`config.mk`:
```
export PLATFORM = sky130hd
export DESIGN_NAME = cre_queue
export DESIGN_NICKNAME = d
export VERILOG_FILES = /design/src/design/cre_pkg.sv /design/src/design/cre_queue.sv
export SDC_FILE = /design/constraint.sdc
export NUM_CORES = 1
export LEC_CHECK = 0
export BUFFER_PORTS_ARGS = -buffer_cell sky130_fd_sc_hd__buf_4
export CAP_MARGIN = 5
export CORE_ASPECT_RATIO = 0.6
export CORE_MARGIN = 2
export CORE_UTILIZATION = 46
export DETAILED_ROUTE_END_ITERATION = 10
export PLACE_DENSITY_LB_ADDON = 0.2
export SKIP_CTS_REPAIR_TIMING = 1
export SYNTH_ARGS = -nofsm -noshare
export SYNTH_HDL_FRONTEND = slang
export SYNTH_SLANG_ARGS = --single-unit
export TNS_END_PERCENT = 1
```
`constraint.sdc`:
```
create_clock -name clk -period 2.8 [get_ports clk]
set_input_delay 0.14 -clock clk [delete_from_list [all_inputs] [get_ports clk]]
set_output_delay 0.14 -clock clk [all_outputs]
set_load 0.01 [all_outputs]
```
`src/design/cre_pkg.sv`:
```
// ----------------------------------------------------------------------------
// cre_pkg
// Shared types and codes of the change report encoder.
// ----------------------------------------------------------------------------
package cre_pkg;

  localparam logic [1:0] MODE_CHANGE = 2'd0;
  localparam logic [1:0] MODE_MAX    = 2'd1;
  localparam logic [1:0] MODE_MIN    = 2'd2;
  localparam logic [1:0] MODE_CLEAR  = 2'd3;

  localparam logic [2:0] KIND_FLAG = 3'd0;
  localparam logic [2:0] KIND_BYTE = 3'd1;
  localparam logic [2:0] KIND_U16  = 3'd2;
  localparam logic [2:0] KIND_S16  = 3'd3;
  localparam logic [2:0] KIND_U32  = 3'd4;

  typedef enum logic [1:0] {
    SIZE_1,
    SIZE_2,
    SIZE_4
  } cre_size_t;

  typedef struct packed {
    logic [7:0]  code;
    logic [31:0] value;
    cre_size_t   size;
  } cre_desc_t;

endpackage

```
`src/design/cre_queue.sv`:
```
// ----------------------------------------------------------------------------
// cre_queue
// Two-entry queue of pending records between the lookup and the serializer.
// ----------------------------------------------------------------------------
module cre_queue (
  input  logic               clk,
  input  logic               rst_n,
  input  logic               push_valid,
  input  cre_pkg::cre_desc_t push_desc,
  output logic               push_ready,
  output logic               pop_valid,
  output cre_pkg::cre_desc_t pop_desc,
  input  logic               pop_ready
);
  import cre_pkg::*;

  cre_desc_t  slot_r [2];
  logic       wr_ptr_r;
  logic       rd_ptr_r;
  logic [1:0] count_r;
  logic       push;
  logic       pop;

  assign push_ready = (count_r != 2'd2);
  assign pop_valid  = (count_r != 2'd0);
  assign pop_desc   = slot_r[rd_ptr_r];
  assign push       = push_valid && push_ready;
  assign pop        = pop_valid && pop_ready;

  always_ff @(posedge clk) begin
    if (!rst_n) begin
      wr_ptr_r <= 1'b0;
      rd_ptr_r <= 1'b0;
      count_r  <= 2'd0;
    end else begin
      if (push) begin
        slot_r[wr_ptr_r] <= push_desc;
        wr_ptr_r         <= ~wr_ptr_r;
      end
      if (pop) rd_ptr_r <= ~rd_ptr_r;
      if (push && !pop) begin
        count_r <= count_r + 2'd1;
      end else if (pop && !push) begin
        count_r <= count_r - 2'd1;
      end
    end
  end

endmodule

```
==> impl_metrics.json <==
{
  "run_status": "finished, final reports clean",
  "worst_slew_pin_slew_ps": 642,
  "min_from": "push_desc[31]",
  "cts_root_buffer": "clkbuf_16",
  "dieArea_mm2": 0.00780,
  "seq_area_frac_synth": 0.805,
  "final_area_mm2": 0.00472,
  "cts-buffers-inserted": 9,
  "start_util": 0.482,
  "slowest_stage": "dfxtp_2",
  "slew_headroom": 0.572,
  "synth.net_count": 205,
  "worstHoldEndpoint": "slot_r[0][31]",
  "reg2regPathDepth": 4,
  "vias_per_cell": 4.76,
  "antenna_found_initial": 0,
  "rsz0062_at_grt": "no",
  "drt_iter0_drc": 58,
  "final_max_slew_viol_count": 0,
  "power_density_mw_per_mm2": 796,
  "period_minus_slack_ps": 2020,
  "end_kind": "primary output",
  "synthDominantCellAreaShare": 0.774,
  "clk_latency_ps": 320,
  "required_ps": 2660,
  "r2r_start": "count_r[0]",
  "htree_levels": 3,
  "num_antenna_cells": 0,
  "met1_usage": 0.214,
  "nFillCells": 465,
  "routed_wl_um": 6210,
  "critPathLaunchType": "flop",
  "final_nets": 340,
  "p_leak_uw": 0.00178,
  "grt.busiest_layer": "met2",
  "critPathBufInv": 2,
  "ir_worst_vdd_v": 0.000472,
  "crit_fanout": 25,
  "chipHeight_um": 69.2,
  "grt_first_pass_wirelength_um": 8790,
  "worstPathCellList": "buf_4, mux2_2, buf_4",
  "synth_cell_types": 18,
  "use_met3": 0.0551,
  "slowest_delay_ps": 720,
  "worstSetupPathType": "flop to primary output",
  "r2r_setup_slack_ps": 930,
  "setup_violations": 0,
  "grt_max_degree": 29,
  "power.switching_uw": 937,
  "grt.overflow.total": 0,
  "timing.rr.end": "slot_r[1][24]",
  "avgSynthCellArea_um2": 20.6,
  "grt_use_total": 0.152,
  "crit_arrival_ps": 1880,
  "area_growth_pct": 44.7,
  "vias": 1832,
  "max-cap-violations": 0,
  "cts_tree": "built",
  "switching_share": 0.250,
  "first_pass_iters": 6,
  "gp_congestion": 0.714,
  "max_freq_mhz": 496,
  "hold_viol_final": 0,
  "pwr-share-seq": 0.446,
  "crit_family": "flip-flops",
  "drive_above_1_share": 0.520,
  "path_common_cell": "buf_4",
  "grt_pass1_vias": 1764,
  "finClkSkew_ps": 5.26,
  "synth_largest_area_cell": "edfxtp_1",
  "wl_per_cell_um": 16.1,
  "post-route-period-util": 0.721,
  "synth_warnings": 0,
  "min_path_type": "input port to flop",
  "synth-seq-cells": 89,
  "die_x_um": 113,
  "syn_area_mm2": 0.00326,
  "power.share.clock": 0.307,
  "comb_power_share": 0.247,
  "fin_setup_tns_ps": 0,
  "ys_top_cells_by_area": "edfxtp_1 (77%), mux2_2 (15%), dfxtp_1 (3.1%), buf_2 (0.77%), and2_1 (0.58%)",
  "place.port_buffers": 89,
  "place_area_mm2": 0.00407,
  "min_path_cells": 1,
  "grt.met2_usage": 0.218,
  "numClockSinks": 89,
  "ant_nets": 0,
  "synthCells": 158,
  "ios": 90,
  "fp-row-count": 23,
  "cell_internal_pwr_uw": 2820,
  "core-area_mm2": 0.00676,
  "clk_pin_slew_ps": 60,
  "drc": 0,
  "clk_path_buf_depth": 2
}
[state kept, by name (all words and copies together), names as in the netlist, named ones only]
register	count
slot_r	84
count_r	2
rd_ptr_r	1
wr_ptr_r	1
[routing by layer]
layer / wire length (um) / part of all wire
met3: 414 / 0.067
met5: 0 / 0
met1: 2870 / 0.46
met4: 86 / 0.014
met2: 2830 / 0.46
[synth_stat cells (all sizes together)]
| library cell | count |
|---|---|
| or3 | 2 |
| and3 | 1 |
| buf | 5 |
| edfxtp | 84 |
| inv | 2 |
| nor2 | 2 |
| nand3 | 1 |
| ha | 1 |
| nor2b | 1 |
| or2 | 1 |
| a21boi | 2 |
| xor2 | 1 |
| and2 | 3 |
| dfxtp | 5 |
| mux2 | 42 |
| o21ai | 3 |
| xnor2 | 2 |
[cells in the final DEF, fill, tap and decap left out, drive strengths merged]
master / count
dfxtp: 5
clkinv: 5
inv: 3
or3: 2
nor2b: 1
xor2: 1
nor2: 2
clkbuf: 9
o21ai: 3
mux2: 42
and3: 1
bufinv: 1
nand3: 1
xnor2: 2
and2: 3
buf: 94
dlygate4sd3: 35
a21boi: 2
or2: 1
edfxtp: 84
ha: 1
[cell families after synthesis]
| family | synth area share |
|---|---|
| flops | 0.805 |
| simple gates | 0.0192 |
| mux | 0.145 |
| fa+ha+maj | 0.00384 |
| buf+inv | 0.00998 |
| compound gates | 0.00921 |
| xor+xnor | 0.00806 |
[layout make-up]
| type | count | area [um^2] | share of cell area |
|---|---|---|---|
| multi-input combinational | 62 | 613 | 0.130 |
| clock buffer | 9 | 225 | 0.0477 |
| inverter | 2 | 7.51 | 0.00159 |
| clock inverter | 7 | 70.1 | 0.0149 |
| tap | 87 | 109 | 0.0231 |
| timing repair buffer | 129 | 1070 | 0.227 |
| sequential | 89 | 2620 | 0.556 |
[worst max-delay path by stage]
stage          startpoint            end  slack, ps  cells past startpoint
2_1_floorplan  count_r[0]   slot_r[0][0]        610                      4
3_3_place_gp   count_r[0]  slot_r[1][12]        960                      4
3_5_place_dp   count_r[0]  slot_r[1][12]        920                      4
4_1_cts              flop    pop_desc[4]        750                      3
5_1_grt              flop    pop_desc[4]        700                      3
6_report             flop    pop_desc[4]        780                      3
[per-stage QoR]
step                      setup WS (ps)  hold WS [ps]  std cells   util  total power (uW)
after global routing                699         0.309        385  0.698              3920
final                               782          8.48        385  0.698              3750
after floorplan                     612           239        158      -              2170
after CTS                           746         -15.1        350  0.646              3750
after detailed placement            915           328        334  0.602              2600
after global placement              959           328        334  0.602              2590
[power groups by stage]
stage	logic (uW)	registers, uW	clock network (uW)
finish	927	1680	1150
global route	995	1690	1240
CTS	897	1680	1180
detailed placement	891	1710	0
global placement	890	1700	0
floorplan	524	1650	0
Power figures use the tool's default switching activity.
