[src/design/cre_pkg.sv]
// ----------------------------------------------------------------------------
// cre_pkg
// Shared types and codes of the change report encoder.
// ----------------------------------------------------------------------------
package cre_pkg;

  localparam logic [1:0] MODE_CHANGE = 2'd0;
  localparam logic [1:0] MODE_MAX    = 2'd1;
  localparam logic [1:0] MODE_MIN    = 2'd2;
  localparam logic [1:0] MODE_CLEAR  = 2'd3;

  localparam logic [2:0] KIND_FLAG = 3'd0;
  localparam logic [2:0] KIND_BYTE = 3'd1;
  localparam logic [2:0] KIND_U16  = 3'd2;
  localparam logic [2:0] KIND_S16  = 3'd3;
  localparam logic [2:0] KIND_U32  = 3'd4;

  typedef enum logic [1:0] {
    SIZE_1,
    SIZE_2,
    SIZE_4
  } cre_size_t;

  typedef struct packed {
    logic [7:0]  code;
    logic [31:0] value;
    cre_size_t   size;
  } cre_desc_t;

endpackage

[src/design/cre_if.sv]


interface cre_out_if;
  logic       valid;
  logic       ready;
  logic [7:0] out_byte;
  logic       last_byte;

  modport source (output valid, out_byte, last_byte, input ready);
  modport sink (input valid, out_byte, last_byte, output ready);
endinterface


[src/design/cre_back.sv]
// ----------------------------------------------------------------------------
// cre_back
// Serializes queued records into marker, code and big-endian value bytes.
// ----------------------------------------------------------------------------
module cre_back (
  input  logic               clk,
  input  logic               rst_n,
  input  logic [7:0]         start_marker,
  input  logic               pop_valid,
  input  cre_pkg::cre_desc_t pop_desc,
  output logic               pop_ready,
  cre_out_if.source          out_chan
);
  import cre_pkg::*;

  cre_desc_t  desc_r;
  logic [2:0] idx_r;
  logic       busy_r;
  logic       out_valid_r;
  logic [7:0] out_byte_r;
  logic       out_last_r;

  logic       adv;
  logic       is_last;
  logic [2:0] last_idx;
  logic [7:0] sel_byte;

  always_comb begin
    case (desc_r.size)
      SIZE_1:  last_idx = 3'd2;
      SIZE_2:  last_idx = 3'd3;
      default: last_idx = 3'd5;
    endcase
  end

  always_comb begin
    case (idx_r)
      3'd0: sel_byte = start_marker;
      3'd1: sel_byte = desc_r.code;
      3'd2: begin
        case (desc_r.size)
          SIZE_1:  sel_byte = desc_r.value[7:0];
          SIZE_2:  sel_byte = desc_r.value[15:8];
          default: sel_byte = desc_r.value[31:24];
        endcase
      end
      3'd3: sel_byte = (desc_r.size == SIZE_2) ? desc_r.value[7:0] : desc_r.value[23:16];
      3'd4: sel_byte = desc_r.value[15:8];
      default: sel_byte = desc_r.value[7:0];
    endcase
  end

  assign is_last   = (idx_r == last_idx);
  assign adv       = !out_valid_r || out_chan.ready;
  assign pop_ready = adv && (!busy_r || is_last);

  assign out_chan.valid     = out_valid_r;
  assign out_chan.out_byte  = out_byte_r;
  assign out_chan.last_byte = out_last_r;

  always_ff @(posedge clk) begin
    if (!rst_n) begin
      busy_r      <= 1'b0;
      out_valid_r <= 1'b0;
      idx_r       <= 3'd0;
    end else if (adv) begin
      if (busy_r) begin
        out_valid_r <= 1'b1;
        out_byte_r  <= sel_byte;
        out_last_r  <= is_last;
      end else begin
        out_valid_r <= 1'b0;
      end
      if (!busy_r || is_last) begin
        if (pop_valid) begin
          desc_r <= pop_desc;
          idx_r  <= 3'd0;
          busy_r <= 1'b1;
        end else begin
          busy_r <= 1'b0;
        end
      end else begin
        idx_r <= idx_r + 3'd1;
      end
    end
  end

endmodule
[src/flat_wrapper.sv]
// flat-port wrapper written by rule: the top's interface ports become plain ports
module cre_back_flat import cre_pkg::*;
  (clk, rst_n, start_marker, pop_valid, pop_desc, pop_ready, out_chan_valid, out_chan_out_byte, out_chan_last_byte, out_chan_ready);
  cre_out_if out_chan_i ();
  input  logic clk;
  input  logic rst_n;
  input  logic [7:0] start_marker;
  input  logic pop_valid;
  input  cre_pkg::cre_desc_t pop_desc;
  output logic pop_ready;
  output wire logic [$bits(out_chan_i.valid)-1:0] out_chan_valid;
  output wire logic [$bits(out_chan_i.out_byte)-1:0] out_chan_out_byte;
  output wire logic [$bits(out_chan_i.last_byte)-1:0] out_chan_last_byte;
  input wire logic [$bits(out_chan_i.ready)-1:0] out_chan_ready;
  assign out_chan_valid = out_chan_i.valid;
  assign out_chan_out_byte = out_chan_i.out_byte;
  assign out_chan_last_byte = out_chan_i.last_byte;
  assign out_chan_i.ready = out_chan_ready;
  cre_back u_core (.clk(clk), .rst_n(rst_n), .start_marker(start_marker), .pop_valid(pop_valid), .pop_desc(pop_desc), .pop_ready(pop_ready), .out_chan(out_chan_i));
endmodule
[config.mk]
export PLATFORM = sky130hd
export DESIGN_NAME = cre_back_flat
export DESIGN_NICKNAME = d
export VERILOG_FILES = /design/src/design/cre_pkg.sv /design/src/design/cre_if.sv /design/src/design/cre_back.sv /design/src/flat_wrapper.sv
export SDC_FILE = /design/constraint.sdc
export NUM_CORES = 1
export LEC_CHECK = 0
export BUFFER_PORTS_ARGS = -buffer_cell sky130_fd_sc_hd__buf_2
export CAP_MARGIN = 20
export CORE_MARGIN = 5
export CORE_UTILIZATION = 25
export DETAILED_ROUTE_END_ITERATION = 7
export GPL_ROUTABILITY_DRIVEN = 0
export GPL_TIMING_DRIVEN = 0
export HOLD_SLACK_MARGIN = 0.06
export PLACE_DENSITY = 0.49
export SLEW_MARGIN = 20
export SYNTH_ARGS = -nofsm -noshare
export SYNTH_HDL_FRONTEND = slang
export SYNTH_SLANG_ARGS = --single-unit
[constraint.sdc]
create_clock -name clk -period 10.64 [get_ports clk]
set_input_delay 0.532 -clock clk [delete_from_list [all_inputs] [get_ports clk]]
set_output_delay 0.532 -clock clk [all_outputs]
set_load 0.005 [all_outputs]
==> qor.csv, run 1 <==
metric,value,unit
status,"finished, final reports clean",
fin_crit_sh,21.5,%
critical_path_class,reg -> reg,
slew_viol_final,0,
hpwl,4620,um
grt_max_degree,23,
max_freq,0.436,GHz
layout_min_cycle_time,2.29,ns
ys_top_cells_by_area,"edfxtp_1 (60%), dfxtp_1 (3.9%), mux2i_1 (3.5%)",
antenna_found_initial,0,
dp_slack,8.29,ns
vdd_drop_max,0.0000502,V
cpPeakStageDelay,0.68,ns
synth-async-reset-ratio,0,%
finalClockSkew,0.00577,ns
cts_tree,done,
worst_pin_slew,0.772,ns
wl_per_cell,16.8,um
clk_latency,0.30,ns
synth_flop_cell,edfxtp_1,
setup_viol,0,
fillers,1010,
cp-start-kind,register,
h-tree-depth,2,
grt_pass1_wl,10200,um
num_io_pins,65,
cts-resized-gates,0,
critPathRequiredTime,10.66,ns
hold_path_class,in -> reg,
diodes,0,
post_cts_buffers,0,
coreArea,9860,sq um
fp-row-count,36,
finalSetupTns,0,ns
avgViaCountPerCell,4.54,
dieArea,12300,sq um
multiInputGateArea,817,sq um
ant_nets,0,
synth_cell_types,36,
die_x,111,um
area_delta_synth_final,24.7,%
crit_chain,"inv_1, a41oi_4, a21oi_4, buf_16",
ff_latch_area,1630,sq um
grt_overflow,0,
cts_buffers,5,
wirelength,6560,um
critPathCaptureType,register,
die_h,111,um
synth_top_area_cell,edfxtp_1,
synth_cells,186,
arrival,2.31,ns
slew_headroom,48.4,%
worst-path-max-fanout,22,
cts-hold-fix-buffers,0,
synth-edff-count,51,
dr.pass1.iters,6,
clk_path_buf_depth,2,
synthTopCellsByCount,"edfxtp_1 (51), a21oi_1 (17), nand2_1 (17)",
start_util,25.8,%
drive_above_1_share,36.4,%
worst_slack,8.35,ns
dr_total_vias,1777,
ys_ff_latch,56,
p_per_area,142,nW/um^2
cts_sinks,56,
ys.warnings.count,0,
drc,0,
seq_area_frac_synth,64.2,%
final_cell_area,3170,sq um
drt_iter0_drc,103,
post-route-util,32.1,%
placed_area,3060,sq um
cpMaxStageDelayCell,a21oi_4,
yosysMostFrequentCell,edfxtp_1,
synth_nets,245,
synth_top_cell_area_share,60.3,%
clkTransAtPathRegs,0.10,ns
final_nets,316,
p_leak,0.00122,uW
avgSynthCellArea,13.7,sq um
grt_pass1_vias,1909,
io_buffers,63,
cts-root-buf,clkbuf_8,
syn-cell-area,2540,sq um
track_usage,10.7,%
hold_viol,0,
drv_cap,0,
rsz0062_at_grt,no,
==> metrics by stage <==
step,instances,power [uW],hold slack [ns]
global placement,382,316,0.564
detailed placement,383,318,0.587
finish,391,451,0.394
global route,391,470,0.375
floorplan,186,293,0.536
CTS,391,457,0.381
==> cell usage in the layout, fill, tap and decap left out, drive strengths merged, types with 3 or more instances in the layout <==
cell / n
a21oi: 17
a221oi: 7
a31oi: 7
buf: 74
clkbuf: 8
dfxtp: 5
edfxtp: 51
ha: 5
inv: 6
mux2: 8
mux2i: 9
nand2: 17
nand3: 5
nor2: 10
nor2b: 3
o211ai: 9
==> cells by family after synthesis <==
family / after synthesis / synth area share, %
compound gates: 50 / 13.9
buf+inv: 18 / 4.09
fa+ha+maj: 5 / 2.46
xor+xnor: 1 / 0.640
simple gates: 39 / 7.58
mux: 17 / 7.09
flops: 56 / 64.2
==> critical path, delay by kind of cell, from the launching register on <==
| kind | cells | cell delay, ns |
|---|---|---|
| flops | 1 | 0.49 |
| compound gates | 2 | 0.92 |
| buf+inv | 2 | 0.58 |
==> layout make-up <==
cell class	instances	area share, %
tap	133	5.25
inverter	6	0.711
sequential	56	51.5
multi-input combinational	112	25.8
clock inverter	2	1.11
clock buffer	6	2.29
buffer	12	2.57
timing repair buffer	64	10.8
==> layer usage <==
metal | share of wire [%] | wire (um) | global-route usage [%] | vias to the layer above
met5 | 0 | 0 | 0 | -
met4 | 2.0 | 130 | 3.86 | 0
met3 | 5.5 | 362 | 2.67 | 16
met2 | 46 | 2990 | 16.8 | 68
met1 | 47 | 3080 | 14.3 | 838
li1 | - | - | - | 855
==> worst paths after layout <==
| kind | from | endpoint | slack (ns) | cells past startpoint |
|---|---|---|---|---|
| worst min-delay path | pop_desc[8] | u_core.desc_r[8]$_DFFE_PP_ | 0.39 | 1 |
| worst max register to register | u_core.desc_r[1]$_DFFE_PP_ | u_core.desc_r[36]$_DFFE_PP_ | 8.35 | 4 |
| worst max-delay path | u_core.desc_r[1]$_DFFE_PP_ | u_core.desc_r[36]$_DFFE_PP_ | 8.35 | 4 |
| worst min register to register | u_core.idx_r[1]$_SDFFE_PN0P_ | u_core.idx_r[1]$_SDFFE_PN0P_ | 0.62 | 2 |
==> sequential cells by signal (all words and copies together), names as in the netlist <==
| signal | count |
|---|---|
| u_core.busy_r | 1 |
| u_core.desc_r | 42 |
| u_core.idx_r | 3 |
| u_core.out_chan.last_byte | 1 |
| u_core.out_chan.out_byte | 8 |
| u_core.out_chan.valid | 1 |
==> report_power, final <==
part | internal, uW | switching (uW)
Combinational | 25.1 | 29.7
Sequential | 253 | 5.23
Clock | 70.0 | 68.5
Total | 348 | 103
(Power assumes the default switching activity.)
==> inputs of run 2 (changes only) <==
- ABC_AREA: default -> 1
- clock period: 10.64 -> 2.3 ns (I/O delays scaled with it)
==> qor.csv, run 2 <==
metric,value,unit
drc,0,
finalClockSkew,0.0115,ns
synth_cell_types,23,
avgSynthCellArea,11.0,sq um
area_delta_synth_final,44.3,%
synth-edff-count,51,
worst_pin_slew,0.702,ns
final_cell_area,3580,sq um
die_h,110,um
avgViaCountPerCell,4.18,
grt_pass1_wl,10200,um
h-tree-depth,2,
largest_reg_flops,42,
post-route-util,36.8,%
wirelength,6760,um
cts_buffers,5,
p_per_area,600,nW/um^2
clk_path_buf_depth,2,
grt_overflow,0,
worst-path-max-fanout,11,
synth_top_cell_area_share,61.8,%
clk_latency,0.31,ns
layout_min_cycle_time,2.15,ns
arrival,2.10,ns
synth_top_area_cell,edfxtp_1,
ant_nets,0,
antenna_found_initial,0,
crit_chain,"buf_6, nor2_8, nand2_1, nand2_1, nand2_2, nand2_1, nand2_2, nor2_2",
drv_cap,0,
critPathCaptureType,register,
cts_sinks,56,
p_leak,0.00147,uW
io_buffers,64,
cts-root-buf,clkbuf_8,
final_cell_mix,"nand2_1 (80), buf_2 (64), edfxtp_1 (51)",
track_usage,11.7,%
critPathRequiredTime,2.25,ns
ys_ff_latch,56,
syn-cell-area,2480,sq um
hpwl,4460,um
hold_path_class,in -> reg,
fp-row-count,36,
cpPeakStageDelay,0.54,ns
top_register,u_core.desc_r,
grt_pass1_vias,2003,
worst_slack,0.151,ns
placed_area,3010,sq um
ys.warnings.count,0,
holdPathStages,4,
fin_crit_sh,93.4,%
dp_cells,425,
cts-resized-gates,0,
final_nets,403,
start_util,25.5,%
status,"finished, final reports clean",
final_cells,478,
cp-start-kind,register,
hold_viol,0,
setup_viol,0,
ys_top_cells_by_area,"edfxtp_1 (62%), nand2_1 (12%), dfxtp_1 (4.0%)",
drive_above_1_share,27.0,%
yosysMostFrequentCell,nand2_1,
cpMaxStageDelayCell,nor2_2,
final_common_cell,nand2_1,
seq_area_frac_synth,65.8,%
dr_total_vias,1996,
drt_iter0_drc,86,
synthTopCellsByCount,"nand2_1 (80), edfxtp_1 (51), inv_1 (16)",
synth_nets,285,
rsz0062_at_grt,no,
grt_max_degree,21,
vdd_drop_max,0.000298,V
coreArea,9730,sq um
slew_viol_final,0,
synth_flop_cell,edfxtp_1,
max_freq,0.465,GHz
slew_headroom,53.0,%
cpMostUsedCell,nand2_1,
dr.pass1.iters,4,
die_x,110,um
diodes,0,
synth_cells,226,
clkTransAtPathRegs,0.11,ns
num_io_pins,65,
wl_per_cell,14.1,um
synth-async-reset-ratio,0,%
finalSetupTns,0,ns
critical_path_class,reg -> reg,
cts_tree,done,
dp_slack,-0.0367,ns
dieArea,12000,sq um
rr_worst_depth,8,
## run 2: power breakdown
group | switching, uW | total [uW] | internal (uW)
clock | 330 | 654 | 324
sequential | 23.2 | 1190 | 1170
combinational | 152 | 300 | 148
## run 2: cell families (layout without fill, tap and decap cells)
logic type,count (synthesis),in the layout,share of synthesized area (%)
flops,56,56,65.8
buf+inv,23,141,4.39
compound gates,29,29,7.26
simple gates,113,114,20.0
fa+ha+maj,5,5,2.52
## run 2: layout make-up
class,count,area (sq um)
clock buffer,6,72.6
fill,1020,6150
timing repair buffer,110,806
clock inverter,2,35.0
sequential,56,1630
multi-input combinational,148,758
tap,133,166
buffer,3,33.8
inverter,20,75.1
## run 2: path summary, 6_finish.rpt
check,slack [ns],endpoint,from
max,0.15,u_core.desc_r[27]$_DFFE_PP_,u_core.desc_r[1]$_DFFE_PP_
min,0.16,u_core.idx_r[1]$_SDFFE_PN0P_,pop_valid
max reg2reg,0.15,u_core.desc_r[27]$_DFFE_PP_,u_core.desc_r[1]$_DFFE_PP_
min reg2reg,0.58,u_core.out_chan.out_byte[0]$_DFFE_PP_,u_core.desc_r[34]$_DFFE_PP_
## run 2: repair_timing
item	in CTS	in global routing
pin swaps	1	1
endpoints found under the hold margin	43	0
endpoints found under the setup margin	20	20
hold buffers	43	0
gates cloned	1	0
buffers inserted	0	1
## run 2: through the flow
step	power, uW	hold slack [ns]
global placement	1440	0.292
floorplan	1340	0.214
CTS	2170	0.155
global route	2230	0.175
detailed placement	1450	0.293
finish	2150	0.158
## run 2: routing by layer
layer | share of wire [%] | up-vias | track usage [%]
met5 | 0 | - | 0
met4 | 1.0 | 0 | 3.47
met3 | 4.7 | 8 | 2.47
met2 | 49 | 66 | 19.7
met1 | 46 | 903 | 15.1
li1 | - | 1019 | -
## run 2: worst max-delay path: cells and delay by family, from the launching register on
family / cells / cell delay [ns]
AND/OR/NAND/NOR: 7 / 1.18
buffers and inverters: 1 / 0.18
flip-flops: 1 / 0.42
